==> src/hw/rtl/aane_pkg.sv <==
// Shared types, constants and tables for the ADPCM-A nibble encoder.
package aane_pkg;

    localparam int PredWidth  = 13;
    localparam int IndexWidth = 6;
    localparam int StepWidth  = 11;
    localparam int CodeWidth  = 4;

    localparam logic [IndexWidth-1:0] StepIndexMax = 6'd48;

    typedef logic [PredWidth-1:0]  pred_t;
    typedef logic [IndexWidth-1:0] index_t;
    typedef logic [StepWidth-1:0]  step_t;
    typedef logic [CodeWidth-1:0]  code_t;

    typedef struct packed {
        pred_t  predictor;
        index_t step_index;
    } codec_state_t;

    function automatic step_t step_lookup(input index_t idx);
        step_t s;
        case (idx)
            6'd0:  s = 11'd16;
            6'd1:  s = 11'd17;
            6'd2:  s = 11'd19;
            6'd3:  s = 11'd21;
            6'd4:  s = 11'd23;
            6'd5:  s = 11'd25;
            6'd6:  s = 11'd28;
            6'd7:  s = 11'd31;
            6'd8:  s = 11'd34;
            6'd9:  s = 11'd37;
            6'd10: s = 11'd41;
            6'd11: s = 11'd45;
            6'd12: s = 11'd50;
            6'd13: s = 11'd55;
            6'd14: s = 11'd60;
            6'd15: s = 11'd66;
            6'd16: s = 11'd73;
            6'd17: s = 11'd80;
            6'd18: s = 11'd88;
            6'd19: s = 11'd97;
            6'd20: s = 11'd107;
            6'd21: s = 11'd118;
            6'd22: s = 11'd130;
            6'd23: s = 11'd143;
            6'd24: s = 11'd157;
            6'd25: s = 11'd173;
            6'd26: s = 11'd190;
            6'd27: s = 11'd209;
            6'd28: s = 11'd230;
            6'd29: s = 11'd253;
            6'd30: s = 11'd279;
            6'd31: s = 11'd307;
            6'd32: s = 11'd337;
            6'd33: s = 11'd371;
            6'd34: s = 11'd408;
            6'd35: s = 11'd449;
            6'd36: s = 11'd494;
            6'd37: s = 11'd544;
            6'd38: s = 11'd598;
            6'd39: s = 11'd658;
            6'd40: s = 11'd724;
            6'd41: s = 11'd796;
            6'd42: s = 11'd876;
            6'd43: s = 11'd963;
            6'd44: s = 11'd1060;
            6'd45: s = 11'd1166;
            6'd46: s = 11'd1282;
            6'd47: s = 11'd1411;
            default: s = 11'd1552;
        endcase
        return s;
    endfunction

    function automatic logic signed [4:0] index_move(input logic [2:0] mag);
        logic signed [4:0] mv;
        case (mag)
            3'd4:    mv = 5'sd2;
            3'd5:    mv = 5'sd5;
            3'd6:    mv = 5'sd7;
            3'd7:    mv = 5'sd9;
            default: mv = -5'sd1;
        endcase
        return mv;
    endfunction

endpackage

==> src/hw/rtl/aane_step.sv <==
// One ADPCM-A encode step: code, predictor update and step index update.
module aane_step (
    input  logic [11:0]                sample,
    input  aane_pkg::codec_state_t     state,
    output aane_pkg::code_t            code,
    output aane_pkg::codec_state_t     state_next
);
    import aane_pkg::*;

    step_t              step;
    logic signed [13:0] pred14;
    logic signed [13:0] diff;
    logic [13:0]        abs_d;
    logic [12:0]        mag;
    logic [12:0]        r1;
    logic [12:0]        r2;
    logic               sign;
    logic               b2;
    logic               b1;
    logic               b0;
    logic [2:0]         m;
    logic [14:0]        prod;
    logic [13:0]        delta14;
    logic [13:0]        acc;
    logic signed [4:0]  mv;
    logic signed [6:0]  idx_sum;

    always_comb
    begin
        step   = step_lookup(state.step_index);
        pred14 = {state.predictor[PredWidth-1], state.predictor};
        diff   = {{2{sample[11]}}, sample} - pred14;
        sign   = diff[13];
        abs_d  = sign ? (14'd0 - diff) : diff;
        mag    = abs_d[12:0];

        b2 = mag >= {2'b00, step};
        r1 = b2 ? (mag - {2'b00, step}) : mag;
        b1 = r1 >= {3'b000, step[10:1]};
        r2 = b1 ? (r1 - {3'b000, step[10:1]}) : r1;
        b0 = r2 >= {4'b0000, step[10:2]};

        m    = {b2, b1, b0};
        code = {sign, m};

        prod    = 15'({m, 1'b1}) * 15'(step);
        delta14 = {2'b00, prod[14:3]};
        acc     = sign ? (pred14 - delta14) : (pred14 + delta14);

        // anything outside 0..2047 wraps to the negative half
        state_next.predictor = {|acc[13:11], acc[11:0]};

        mv      = index_move(m);
        idx_sum = $signed({1'b0, state.step_index}) + {{2{mv[4]}}, mv};
        if (idx_sum[6])
            state_next.step_index = '0;
        else if (idx_sum[5:0] > StepIndexMax)
            state_next.step_index = StepIndexMax;
        else
            state_next.step_index = idx_sum[5:0];
    end

endmodule

==> src/hw/rtl/adpcm_a_nibble_encoder.sv <==
// ADPCM-A nibble encoder top level: input register, encode step, byte output register.
// Takes one 16-bit PCM item per cycle while sample_stall is low (top 12 bits used) and emits
// one packed byte for every two items, earlier code in the high nibble. clip_start clears
// predictor, step index and any held code before the item is encoded. An item with clip_end
// that would otherwise be left unpaired is followed by a zero pad sample, which goes through
// the same encode step to complete the byte. The input register and the byte register
// decouple the two channels, so a waiting byte does not stop items that produce none.
module adpcm_a_nibble_encoder (
    input  logic        clk,
    input  logic        rst_n,
    input  logic        sample_valid,
    output logic        sample_stall,
    input  logic [15:0] pcm_sample,
    input  logic        clip_start,
    input  logic        clip_end,
    output logic        byte_valid,
    input  logic        byte_stall,
    output logic [7:0]  packed_byte
);
    import aane_pkg::*;

    logic         in_valid_reg;
    logic [15:0]  sample_reg;
    logic         start_reg;
    logic         end_reg;
    codec_state_t state_reg;
    codec_state_t state_next;
    code_t        held_reg;
    logic         pending_reg;
    logic         pad_reg;
    logic         out_valid_reg;
    logic [7:0]   byte_reg;

    codec_state_t cur_state;
    logic [11:0]  step_sample;
    code_t        code;
    logic         restart;
    logic         eff_pending;
    logic         out_free;
    logic         fire;
    logic         item_fire;

    aane_step u_step (
        .sample     (step_sample),
        .state      (cur_state),
        .code       (code),
        .state_next (state_next)
    );

    always_comb
    begin
        restart     = !pad_reg && start_reg;
        cur_state   = restart ? '0 : state_reg;
        step_sample = pad_reg ? 12'd0 : sample_reg[15:4];
        eff_pending = pending_reg && !restart;
        out_free    = !out_valid_reg || !byte_stall;
        fire        = (pad_reg || in_valid_reg) && (out_free || !eff_pending);
        item_fire   = fire && !pad_reg;
    end

    assign sample_stall = in_valid_reg && !item_fire;
    assign byte_valid   = out_valid_reg;
    assign packed_byte  = byte_reg;

    always_ff @(posedge clk or negedge rst_n)
    begin
        if (!rst_n)
        begin
            in_valid_reg  <= 1'b0;
            start_reg     <= 1'b0;
            end_reg       <= 1'b0;
            state_reg     <= '0;
            pending_reg   <= 1'b0;
            pad_reg       <= 1'b0;
            out_valid_reg <= 1'b0;
        end
        else
        begin
            if (!sample_stall)
            begin
                in_valid_reg <= sample_valid;
                if (sample_valid)
                begin
                    start_reg <= clip_start;
                    end_reg   <= clip_end;
                end
            end

            if (fire && eff_pending)
                out_valid_reg <= 1'b1;
            else if (!byte_stall)
                out_valid_reg <= 1'b0;

            if (fire)
            begin
                state_reg <= state_next;
                if (eff_pending)
                begin
                    pending_reg <= 1'b0;
                    pad_reg     <= 1'b0;
                end
                else
                begin
                    pending_reg <= 1'b1;
                    pad_reg     <= end_reg;
                end
            end
        end
    end

    always_ff @(posedge clk)
    begin
        if (!sample_stall && sample_valid)
            sample_reg <= pcm_sample;
        if (fire && eff_pending)
            byte_reg <= {held_reg, code};
        if (fire && !eff_pending)
            held_reg <= code;
    end

endmodule
==> config.mk <==
export PLATFORM = sky130hd
export DESIGN_NAME = adpcm_a_nibble_encoder
export DESIGN_NICKNAME = d
export VERILOG_FILES = /design/src/hw/rtl/aane_pkg.sv /design/src/hw/rtl/aane_step.sv /design/src/hw/rtl/adpcm_a_nibble_encoder.sv
export SDC_FILE = /design/constraint.sdc
export NUM_CORES = 1
export LEC_CHECK = 0
export BUFFER_PORTS_ARGS = -buffer_cell sky130_fd_sc_hd__buf_2
export CAP_MARGIN = 20
export CORE_MARGIN = 3
export CORE_UTILIZATION = 42
export DETAILED_ROUTE_END_ITERATION = 8
export GPL_TIMING_DRIVEN = 0
export PLACE_DENSITY = 0.58
export SYNTH_ARGS = -nofsm -noshare
export SYNTH_HDL_FRONTEND = slang
export SYNTH_SLANG_ARGS = --single-unit
==> constraint.sdc <==
create_clock -name clk -period 17.2 [get_ports clk]
set_input_delay 0.86 -clock clk [delete_from_list [all_inputs] [get_ports clk]]
set_output_delay 0.86 -clock clk [all_outputs]
set_load 0.03 [all_outputs]
==> results.ini, run 1 <==
[sta]
period_needed_ns=16.19
finalHoldViolCount=0
max_freq_mhz=61.8
period_share_pct=94.1
worst_slew_pin_slew_ns=0.986
setup_viol=0
slew_violations=0
skew_ns=0.00440
maxSlewHeadroom_pct=33.9

[synth]
ys.warnings.count=0
synth_compound_area_share_pct=22.7
yosys.area_share.simple_pct=20.8
yosys-top-cells-area=ha_1 (14%), edfxtp_1 (9.8%), dfrtp_1 (8.5%)
synth_fp_nets=1086
netlist.area_leader.share_pct=14.4
synth_fa_ha_area_share_pct=20.7
synth_flop_cell=dfrtp_1
synth_seq_area_share_pct=18.3
syn-cell-area_um2=7360
synth_common_cells=nand2_1 (105), nor2_1 (89), ha_1 (85)
synth-seq-cells=49
synth_most_common_cell=nand2_1
muxShareOfSynthArea_pct=1.85
synth_area_per_cell_um2=7.70
synth_edf_count=24
synth.largest_area_cell=ha_1
synth_top_family_by_area=compound AO/OA/AOI/OAI gates
synthArstFlopShare_pct=51.0
synth-xor-area-share_pct=9.25
yosysUniqueCellTypes=73
synthCells=956

[layout]
layout-drive-gt1-share_pct=11.2
nFillCells=1733
largest_register_ffs=19
final_nets=1125
antenna_cells=0
area_delta_synth_final_pct=11.5
finalNonFillerCells=1216

[hold_path]
worstHoldEndpoint=packed_byte[4]$_DFFE_PP_
whs_path_depth=0
hold_path.class=reg2reg
hp-start=held_reg[0]$_DFFE_PP_

[global_route]
grt_remaining_overflow=0
antenna_found_initial=0
grt_pass1_wl_um=32100
grt_max_degree=26
grt.total_usage_pct=19.9
grt_pass1_vias=6303

[clocking]
clock_sinks=49
htreeDepth=2
ctsHoldBuffers=0
insertion_delay_ns=0.29
clk_path_buf_depth=2
clk_pin_slew_ns=0.06
tritoncts=done
clockRootBuffer=clkbuf_16
cts_made_buffers=5

[die]
initial_core_util_pct=43.6
coreArea_um2=16900
die_h_um=138
rows=47
die_area_um2=19200
chipWidth_um=138
io_pins=32

[critical_path]
end_kind=flip-flop
worstPathRequired_ns=17.37
r2r_start=pad_reg$_DFFE_PN0P_
cp_slowest_cell=or4b_2
r2r_setup_slack_ns=1.01
crit_fanout=17
worst_r2r_path_depth=79
start_kind=flip-flop
crit_type=reg2reg
cp.arrival_ns=16.36
reg2reg_to=state_reg[18]$_DFFE_PN0P_
crit_top_cell=a21o_1
max_stage_delay_ns=0.65

[drt]
wire_per_inst_um=15.8
wl_um=19200
route.vias.total=6779
drc=0
viasPerCell=5.57
drt-initial-drc-count=364
ant_nets=0
dr.pass1.iters=4

[placed_design]
post-dp-hpwl_um=15300
numPortBuffers=27
gp_congestion=0.887
dp.cells=1205

[run]
maxCapViolations=0

[outcome]
outcome=completed

-- layout make-up --
cell class                      instances  area, um^2  area share [%]
Buffer                                 31         159            1.94
Clock buffer                            7         154            1.88
Clock inverter                          1        8.76           0.107
Inverter                               87         327            3.98
Multi-Input combinational cell        784        5720            69.7
Sequential cell                        49        1350            16.4
Tap cell                              220         275            3.35
Timing Repair Buffer                   37         218            2.65
-- cell usage in the layout, fill, tap and decap left out, drive strengths merged, types with 21 or more instances in the layout --
master and instances:
inv 85, o21ai 72, nor2 90, xor2 28, dfrtp 25, clkbuf 30, edfxtp 24, nor2b 22
buf 45, nor3 21, a21oi 74, ha 85, nand2 106, fa 23, xnor2 48, a21o 34
-- worst max-delay path by stage --
| stage | from | to | slack [ns] | cells after the start |
|---|---|---|---|---|
| after floorplan | pad_reg$_DFFE_PN0P_ | state_reg[18]$_DFFE_PN0P_ | 1.41 | 84 |
| after CTS | pad_reg$_DFFE_PN0P_ | state_reg[18]$_DFFE_PN0P_ | 0.003 | 82 |
| final | pad_reg$_DFFE_PN0P_ | state_reg[18]$_DFFE_PN0P_ | 1.01 | 79 |
| after global placement | pad_reg$_DFFE_PN0P_ | state_reg[18]$_DFFE_PN0P_ | -3.00 | 82 |
| after detailed placement | pad_reg$_DFFE_PN0P_ | state_reg[18]$_DFFE_PN0P_ | -2.92 | 82 |
| after global routing | pad_reg$_DFFE_PN0P_ | state_reg[18]$_DFFE_PN0P_ | -0.09 | 80 |
-- metrics by stage --
step / cell area (um^2) / TNS (ns) / hold WS (ns) / setup slack, ns / utilization, %
final: 8210 / 0 / 0.420 / 1.01 / 48.6
after global placement: 7770 / -9.46 / 0.402 / -3.00 / 46.0
after global routing: 8210 / -0.0900 / 0.440 / -0.0900 / 48.6
after floorplan: 7360 / 0 / 0.400 / 1.41 / -
after CTS: 8010 / 0 / 0.422 / 0.00293 / 47.4
after detailed placement: 7780 / -9.58 / 0.407 / -2.92 / 46.1
-- critical path, delay by kind of cell (launching register included) --
kind                     cells  cell delay (ns)
XOR/XNOR                     3             0.59
buffers and inverters       10             1.45
AO/OA/AOI/OAI               30             5.44
AND/OR/NAND/NOR             26             4.88
multiplexers                 1             0.19
flip-flops                   1             0.38
adder cells (fa/ha/maj)      9             3.16
-- what timing repair did --
item,in CTS,in global routing
setup buffers,1,7
endpoints found under the hold margin,0,0
endpoints found under the setup margin,10,2
resized for setup,26,38
pin swaps,0,5
-- kinds of logic after synthesis --
logic type | count (synthesis)
simple gates | 322
flops | 49
compound gates | 265
mux | 13
xor+xnor | 76
fa+ha+maj | 108
buf+inv | 123
-- layer usage --
metal	track usage, %	vias up	wire length, um
met5	0	-	0
met4	2.34	0	126
met3	1.97	9	737
met2	32.3	109	8830
met1	29.6	3223	9540
li1	-	3438	-
Power of run 1 is not shown: default switching activity piles up to over one toggle a cycle in this logic, so the estimate is an artifact.
==> run 2, diff against run 1 <==
--- a/config.mk
+++ b/config.mk
@@ -7,11 +7,13 @@
 export LEC_CHECK = 0
 export BUFFER_PORTS_ARGS = -buffer_cell sky130_fd_sc_hd__buf_2
 export CAP_MARGIN = 20
+export CELL_PAD_IN_SITES_DETAIL_PLACEMENT = 1
+export CELL_PAD_IN_SITES_GLOBAL_PLACEMENT = 2
 export CORE_MARGIN = 3
-export CORE_UTILIZATION = 42
+export CORE_UTILIZATION = 38
 export DETAILED_ROUTE_END_ITERATION = 8
 export GPL_TIMING_DRIVEN = 0
-export PLACE_DENSITY = 0.58
+export PLACE_DENSITY_LB_ADDON = 0.1
 export SYNTH_ARGS = -nofsm -noshare
 export SYNTH_HDL_FRONTEND = slang
 export SYNTH_SLANG_ARGS = --single-unit
==> run 2 against run 1 <==
Global-route usage increased by 1.2 points; flip-flop and latch count unchanged; clock skew increased by 0.0029 ns; count of clock-buffer cells in the layout decreased by 2; hold slack improved by 0.0060 ns; register-to-register slack improved by 0.08 ns; final area increased by 1.9%; first-iteration DRC count decreased by 28%; cell count increased by 3.6%; setup slack improved by 0.077 ns; fmax increased by 0.48%; non-clock buffer count increased by 4.
==> results.ini, run 2 (synthesis results as in run 1) <==
[sta]
tns_ns=0  ; unchanged
hold_ws_ns=0.426  ; +0.00596 ns
maxSlewHeadroom_pct=28.7  ; -5.2 points
worst_slew_pin_slew_ns=1.06  ; +0.0781 ns
max_freq_mhz=62.1  ; +0.48%
setup_viol=0  ; unchanged
slew_violations=0  ; unchanged
skew_ns=0.00728  ; +0.00288 ns
finalHoldViolCount=0  ; unchanged
period_needed_ns=16.11  ; -0.0774 ns
period_share_pct=93.7  ; -0.45 points

[critical_path]
cp.arrival_ns=16.29  ; -0.07 ns
worst_r2r_path_depth=77  ; -2.5%
start_kind=flip-flop
crit_fanout=11  ; -6
worstPathRequired_ns=17.38  ; about the same
cp-startpoint=pad_reg$_DFFE_PN0P_
r2r_start=pad_reg$_DFFE_PN0P_
crit_type=reg2reg
max_stage_delay_ns=0.65  ; about the same
end_kind=flip-flop
cp_slowest_cell=or4b_2

[clocking]
ctsHoldBuffers=0  ; unchanged
tritoncts=done
clk_pin_slew_ns=0.07  ; about the same
insertion_delay_ns=0.30  ; about the same
htreeDepth=2  ; unchanged
clk_path_buf_depth=2  ; unchanged
clock_sinks=49  ; unchanged
clockRootBuffer=clkbuf_16
cts_made_buffers=5  ; unchanged

[drt]
wire_per_inst_um=17.8  ; +13%
viasPerCell=5.47  ; -1.9%
route.vias.total=6889  ; +1.6%
wl_um=22500  ; +17%
drt-initial-drc-count=261  ; -28%
drc=0  ; unchanged
dr.pass1.iters=6  ; +2
ant_nets=0  ; unchanged

[die]
rows=50  ; +6.4%
chipWidth_um=145  ; +4.9%
coreArea_um2=18900  ; +12%
initial_core_util_pct=39.0  ; -4.7 points
die_h_um=145  ; +4.9%
die_area_um2=21100  ; +10%
io_pins=32  ; unchanged

[global_route]
grt_pass1_vias=6877  ; +9.1%
grt_max_degree=26  ; unchanged
grt_pass1_wl_um=36700  ; +15%
grt.total_usage_pct=21.1  ; +1.2 points
antenna_found_initial=0  ; unchanged
grt_remaining_overflow=0  ; unchanged

[layout]
area_delta_synth_final_pct=13.6
final_common_cell=nand2_1
finalInstanceArea_um2=8360  ; +1.9%
final_cell_mix=nand2_1 (103), nor2_1 (89), inv_1 (80)
layout-drive-gt1-share_pct=13.3  ; +2.1 points
largest_register_ffs=19  ; unchanged
utilization_pct=44.2  ; -4.4 points
final_nets=1129  ; +0.36%
antenna_cells=0  ; unchanged
nFillCells=2391  ; +38%

[hold_path]
hp-start=held_reg[3]$_DFFE_PP_
whs_path_depth=0  ; unchanged
hold_path.class=reg2reg

[run]
maxCapViolations=0  ; unchanged

[placed_design]
post-dp-hpwl_um=18300  ; +19%
numPortBuffers=27  ; unchanged
gp_congestion=0.818  ; -7.9%
placed_area_um2=7830  ; +0.64%

[outcome]
outcome=completed

-- run 2: cell types whose count changed in the layout (fill, tap and decap cells not counted), moves of 3 or more --
cell,previous run,this run
a21oi_1,73,70
o21ai_1,8,5
a21oi_2,1,4
ha_1,82,79
-- run 2: area by class of cell --
| class | instances | area (um^2) | share of cell area, % |
|---|---|---|---|
| Buffer | 33 | 185 | 2.22 |
| Sequential cell | 49 | 1350 | 16.1 |
| Inverter | 87 | 333 | 3.98 |
| Clock buffer | 5 | 125 | 1.50 |
| Timing Repair Buffer | 39 | 220 | 2.63 |
| Tap cell | 260 | 325 | 3.89 |
| Multi-Input combinational cell | 784 | 5800 | 69.4 |
| Clock inverter | 3 | 22.5 | 0.269 |
-- run 2: through the flow --
| stage | cells | worst slack, ns |
|---|---|---|
| after global routing | 1260 | -0.0723 |
| after detailed placement | 1245 | -3.74 |
| after global placement | 1243 | -3.78 |
| after CTS | 1254 | 0.0247 |
| final | 1260 | 1.09 |
| after floorplan | 956 | 1.41 |
-- run 2: what timing repair did --
action,in CTS,in global routing
resized for setup,35,51
hold endpoints to repair,0,0
pin swaps,0,6
setup endpoints to repair,12,2
setup buffers,3,7
-- run 2: worst max-delay path, delay by kind of cell, from the launching register on --
| kind | cells | cell delay (ns) |
|---|---|---|
| adders and majority gates | 10 | 3.59 |
| muxes | 1 | 0.19 |
| buffers and inverters | 9 | 1.38 |
| xor gates and xnor gates | 4 | 0.91 |
| AOI/OAI and AO/OA | 33 | 6.19 |
| DFF | 1 | 0.43 |
| and+or+nand+nor | 20 | 3.30 |
-- run 2: path summary, 6_finish.rpt --
| kind | endpoint | slack, ns |
|---|---|---|
| hold reg to reg | packed_byte[7]$_DFFE_PP_ | 0.43 |
| max in group asynchronous | pad_reg$_DFFE_PN0P_ | 16.16 |
| min in group asynchronous | start_reg$_DFFE_PN0P_ | 0.58 |
| setup reg to reg | state_reg[18]$_DFFE_PN0P_ | 1.09 |
| setup / recovery | state_reg[18]$_DFFE_PN0P_ | 1.09 |
| hold / removal | packed_byte[7]$_DFFE_PP_ | 0.43 |
-- run 2: routing by layer --
layer | up-vias | global-route usage (%) | wire length, um
met5 | - | 0 | 0
met4 | 0 | 2.23 | 95
met3 | 6 | 1.50 | 320
met2 | 68 | 36.4 | 11000
met1 | 3389 | 30.0 | 11100
li1 | 3426 | - | -
Power of run 2 is left out for the same reason.
==> run 3, diff against run 2 <==
==> constraint.sdc (replaced) <==
create_clock -name clk -period 16.4 [get_ports clk]
set_input_delay 0.82 -clock clk [delete_from_list [all_inputs] [get_ports clk]]
set_output_delay 0.82 -clock clk [all_outputs]
set_load 0.03 [all_outputs]
==> run 3 against run 2 <==
Via count is 1.1% higher; setup slack worse by 0.23 ns; cell count is 1.0% higher; wire length is 1.8% higher; count of clock-buffer cells in the layout stayed put; core utilization is 1.5 points higher; largest cell class unchanged; hold slack worse by 0.0024 ns; flip-flop and latch count stayed put; final area is 3.3% higher; first-iteration DRC count is 11% lower; global-route usage is 0.23 points higher; register-to-register slack worse by 0.23 ns.
==> results.ini, run 3 (synthesis results as in run 1) <==
[outcome]
outcome=completed

[drt]
drc=0  ; unchanged
ant_nets=0  ; unchanged
viasPerCell=5.47  ; about the same
route.vias.total=6966  ; +1.1%
drt-initial-drc-count=233  ; -11%
dr.pass1.iters=4  ; -2
wire_per_inst_um=18.0  ; +0.75%
wl_um=22900  ; +1.8%

[die]
die_area_um2=21100  ; unchanged
io_pins=32  ; unchanged
chipWidth_um=145  ; unchanged
coreArea_um2=18900  ; unchanged
rows=50  ; unchanged
die_h_um=145  ; unchanged
initial_core_util_pct=39.0  ; unchanged

[critical_path]
max_stage_delay_ns=0.77  ; +0.12 ns
end_kind=flip-flop
cp-startpoint=state_reg[1]$_DFFE_PN0P_
cp_slowest_cell=a21oi_1
worstPathRequired_ns=16.57  ; -0.81 ns
reg2reg_to=state_reg[18]$_DFFE_PN0P_
r2r_setup_slack_ns=0.86  ; -0.23 ns
crit_fanout=11  ; unchanged
crit_type=reg2reg
start_kind=flip-flop
cp.arrival_ns=15.72  ; -0.57 ns
r2r_start=state_reg[1]$_DFFE_PN0P_
crit_top_cell=a21o_1
worst_r2r_path_depth=72  ; -6.5%

[clocking]
htreeDepth=2  ; unchanged
tritoncts=done
clockRootBuffer=clkbuf_16
insertion_delay_ns=0.29  ; about the same
cts_made_buffers=5  ; unchanged
clock_sinks=49  ; unchanged
clk_path_buf_depth=2  ; unchanged
clk_pin_slew_ns=0.07  ; about the same
ctsHoldBuffers=0  ; unchanged

[sta]
skew_ns=0.00707  ; -0.000216 ns
finalHoldViolCount=0  ; unchanged
period_share_pct=94.8  ; +1.1 points
period_needed_ns=15.54  ; -0.568 ns
slew_violations=0  ; unchanged
max_freq_mhz=64.3  ; +3.7%
worst_slew_pin_slew_ns=1.06  ; +0.000513 ns
setup_slack_ns=0.856  ; -0.232 ns
maxSlewHeadroom_pct=28.7  ; -0.034 points
tns_ns=0  ; unchanged
setup_viol=0  ; unchanged

[hold_path]
hold_path.class=reg2reg
worstHoldEndpoint=packed_byte[5]$_DFFE_PP_
hp-start=held_reg[1]$_DFFE_PP_
whs_path_depth=0  ; unchanged

[layout]
largest_register_ffs=19  ; unchanged
nFillCells=2383  ; -0.33%
antenna_cells=0  ; unchanged
final_nets=1142  ; +1.2%
final_common_cell=nand2_1
layout-drive-gt1-share_pct=16.2  ; +2.9 points
area_delta_synth_final_pct=17.3
final_cell_mix=nand2_1 (102), nor2_1 (87), inv_1 (80)

[placed_design]
numPortBuffers=27  ; unchanged
place_ws_ns=-4.54  ; -0.800 ns
gp_congestion=0.818  ; unchanged
post-dp-hpwl_um=18300  ; unchanged

[run]
maxCapViolations=0  ; unchanged

[global_route]
grt_pass1_vias=6961  ; +1.2%
grt_remaining_overflow=0  ; unchanged
grt_max_degree=26  ; unchanged
antenna_found_initial=0  ; unchanged
grt.total_usage_pct=21.3  ; +0.23 points
grt_pass1_wl_um=37100  ; +1.1%

## run 3: changes by cell type in the layout (fill, tap and decap cells not counted), moves of 4 or more
| cell | previous run | this run |
|---|---|---|
| a21oi_1 | 70 | 66 |
| a21oi_2 | 4 | 8 |
| buf_4 | 12 | 23 |
| o21ai_0 | 61 | 56 |
| o21ai_1 | 5 | 9 |
## run 3: worst max-delay path: cells and delay by family (launching register included)
kind	cells	cell delay [ns]
buf+inv	8	1.40
mux	2	0.36
fa+ha+maj	9	3.61
compound gates	31	5.98
xor+xnor	2	0.33
simple gates	20	3.39
flops	1	0.32
## run 3: area by class of cell
class | count | area, um^2 | area share, %
multi-input cells | 784 | 5940 | 68.8
clock inverters | 3 | 22.5 | 0.261
inverters | 87 | 335 | 3.88
well taps | 260 | 325 | 3.77
repair buffers | 52 | 318 | 3.68
clock buffers | 5 | 125 | 1.45
plain buffers | 33 | 224 | 2.59
flip-flops and latches | 49 | 1350 | 15.6
## run 3: worst max-delay path by stage
stage                           endpoint  depth (start not counted)  slack, ns
6_report       state_reg[18]$_DFFE_PN0P_                         72       0.86
5_1_grt        state_reg[18]$_DFFE_PN0P_                         83      -0.10
4_1_cts        state_reg[18]$_DFFE_PN0P_                         79       0.01
3_5_place_dp   state_reg[18]$_DFFE_PN0P_                         83      -4.54
3_3_place_gp   state_reg[18]$_DFFE_PN0P_                         83      -4.58
2_1_floorplan  state_reg[18]$_DFFE_PN0P_                         84       0.61
## run 3: metrics by stage
stage          util [%]  hold WS [ns]  std cells  area [um^2]
2_1_floorplan         -         0.400        956         7360
3_3_place_gp       41.4         0.400       1243         7820
3_5_place_dp       41.5         0.412       1245         7830
4_1_cts            43.8         0.428       1260         8280
5_1_grt            45.7         0.442       1273         8630
6_report           45.7         0.423       1273         8630
## run 3: layer usage
layer / track usage, % / wire [um] / up-vias
met2: 37.0 / 11300 / 56
li1: - / - / 3458
met5: 0 / 0 / -
met4: 1.99 / 121 / 0
met1: 29.8 / 11000 / 3444
met3: 2.09 / 434 / 8
## run 3: what timing repair did
action | in CTS | in global routing
resized for setup | 66 | 61
setup endpoints to repair | 17 | 2
setup buffers | 9 | 14
pin swaps | 3 | 25
Power of run 3 is left out for the same reason.
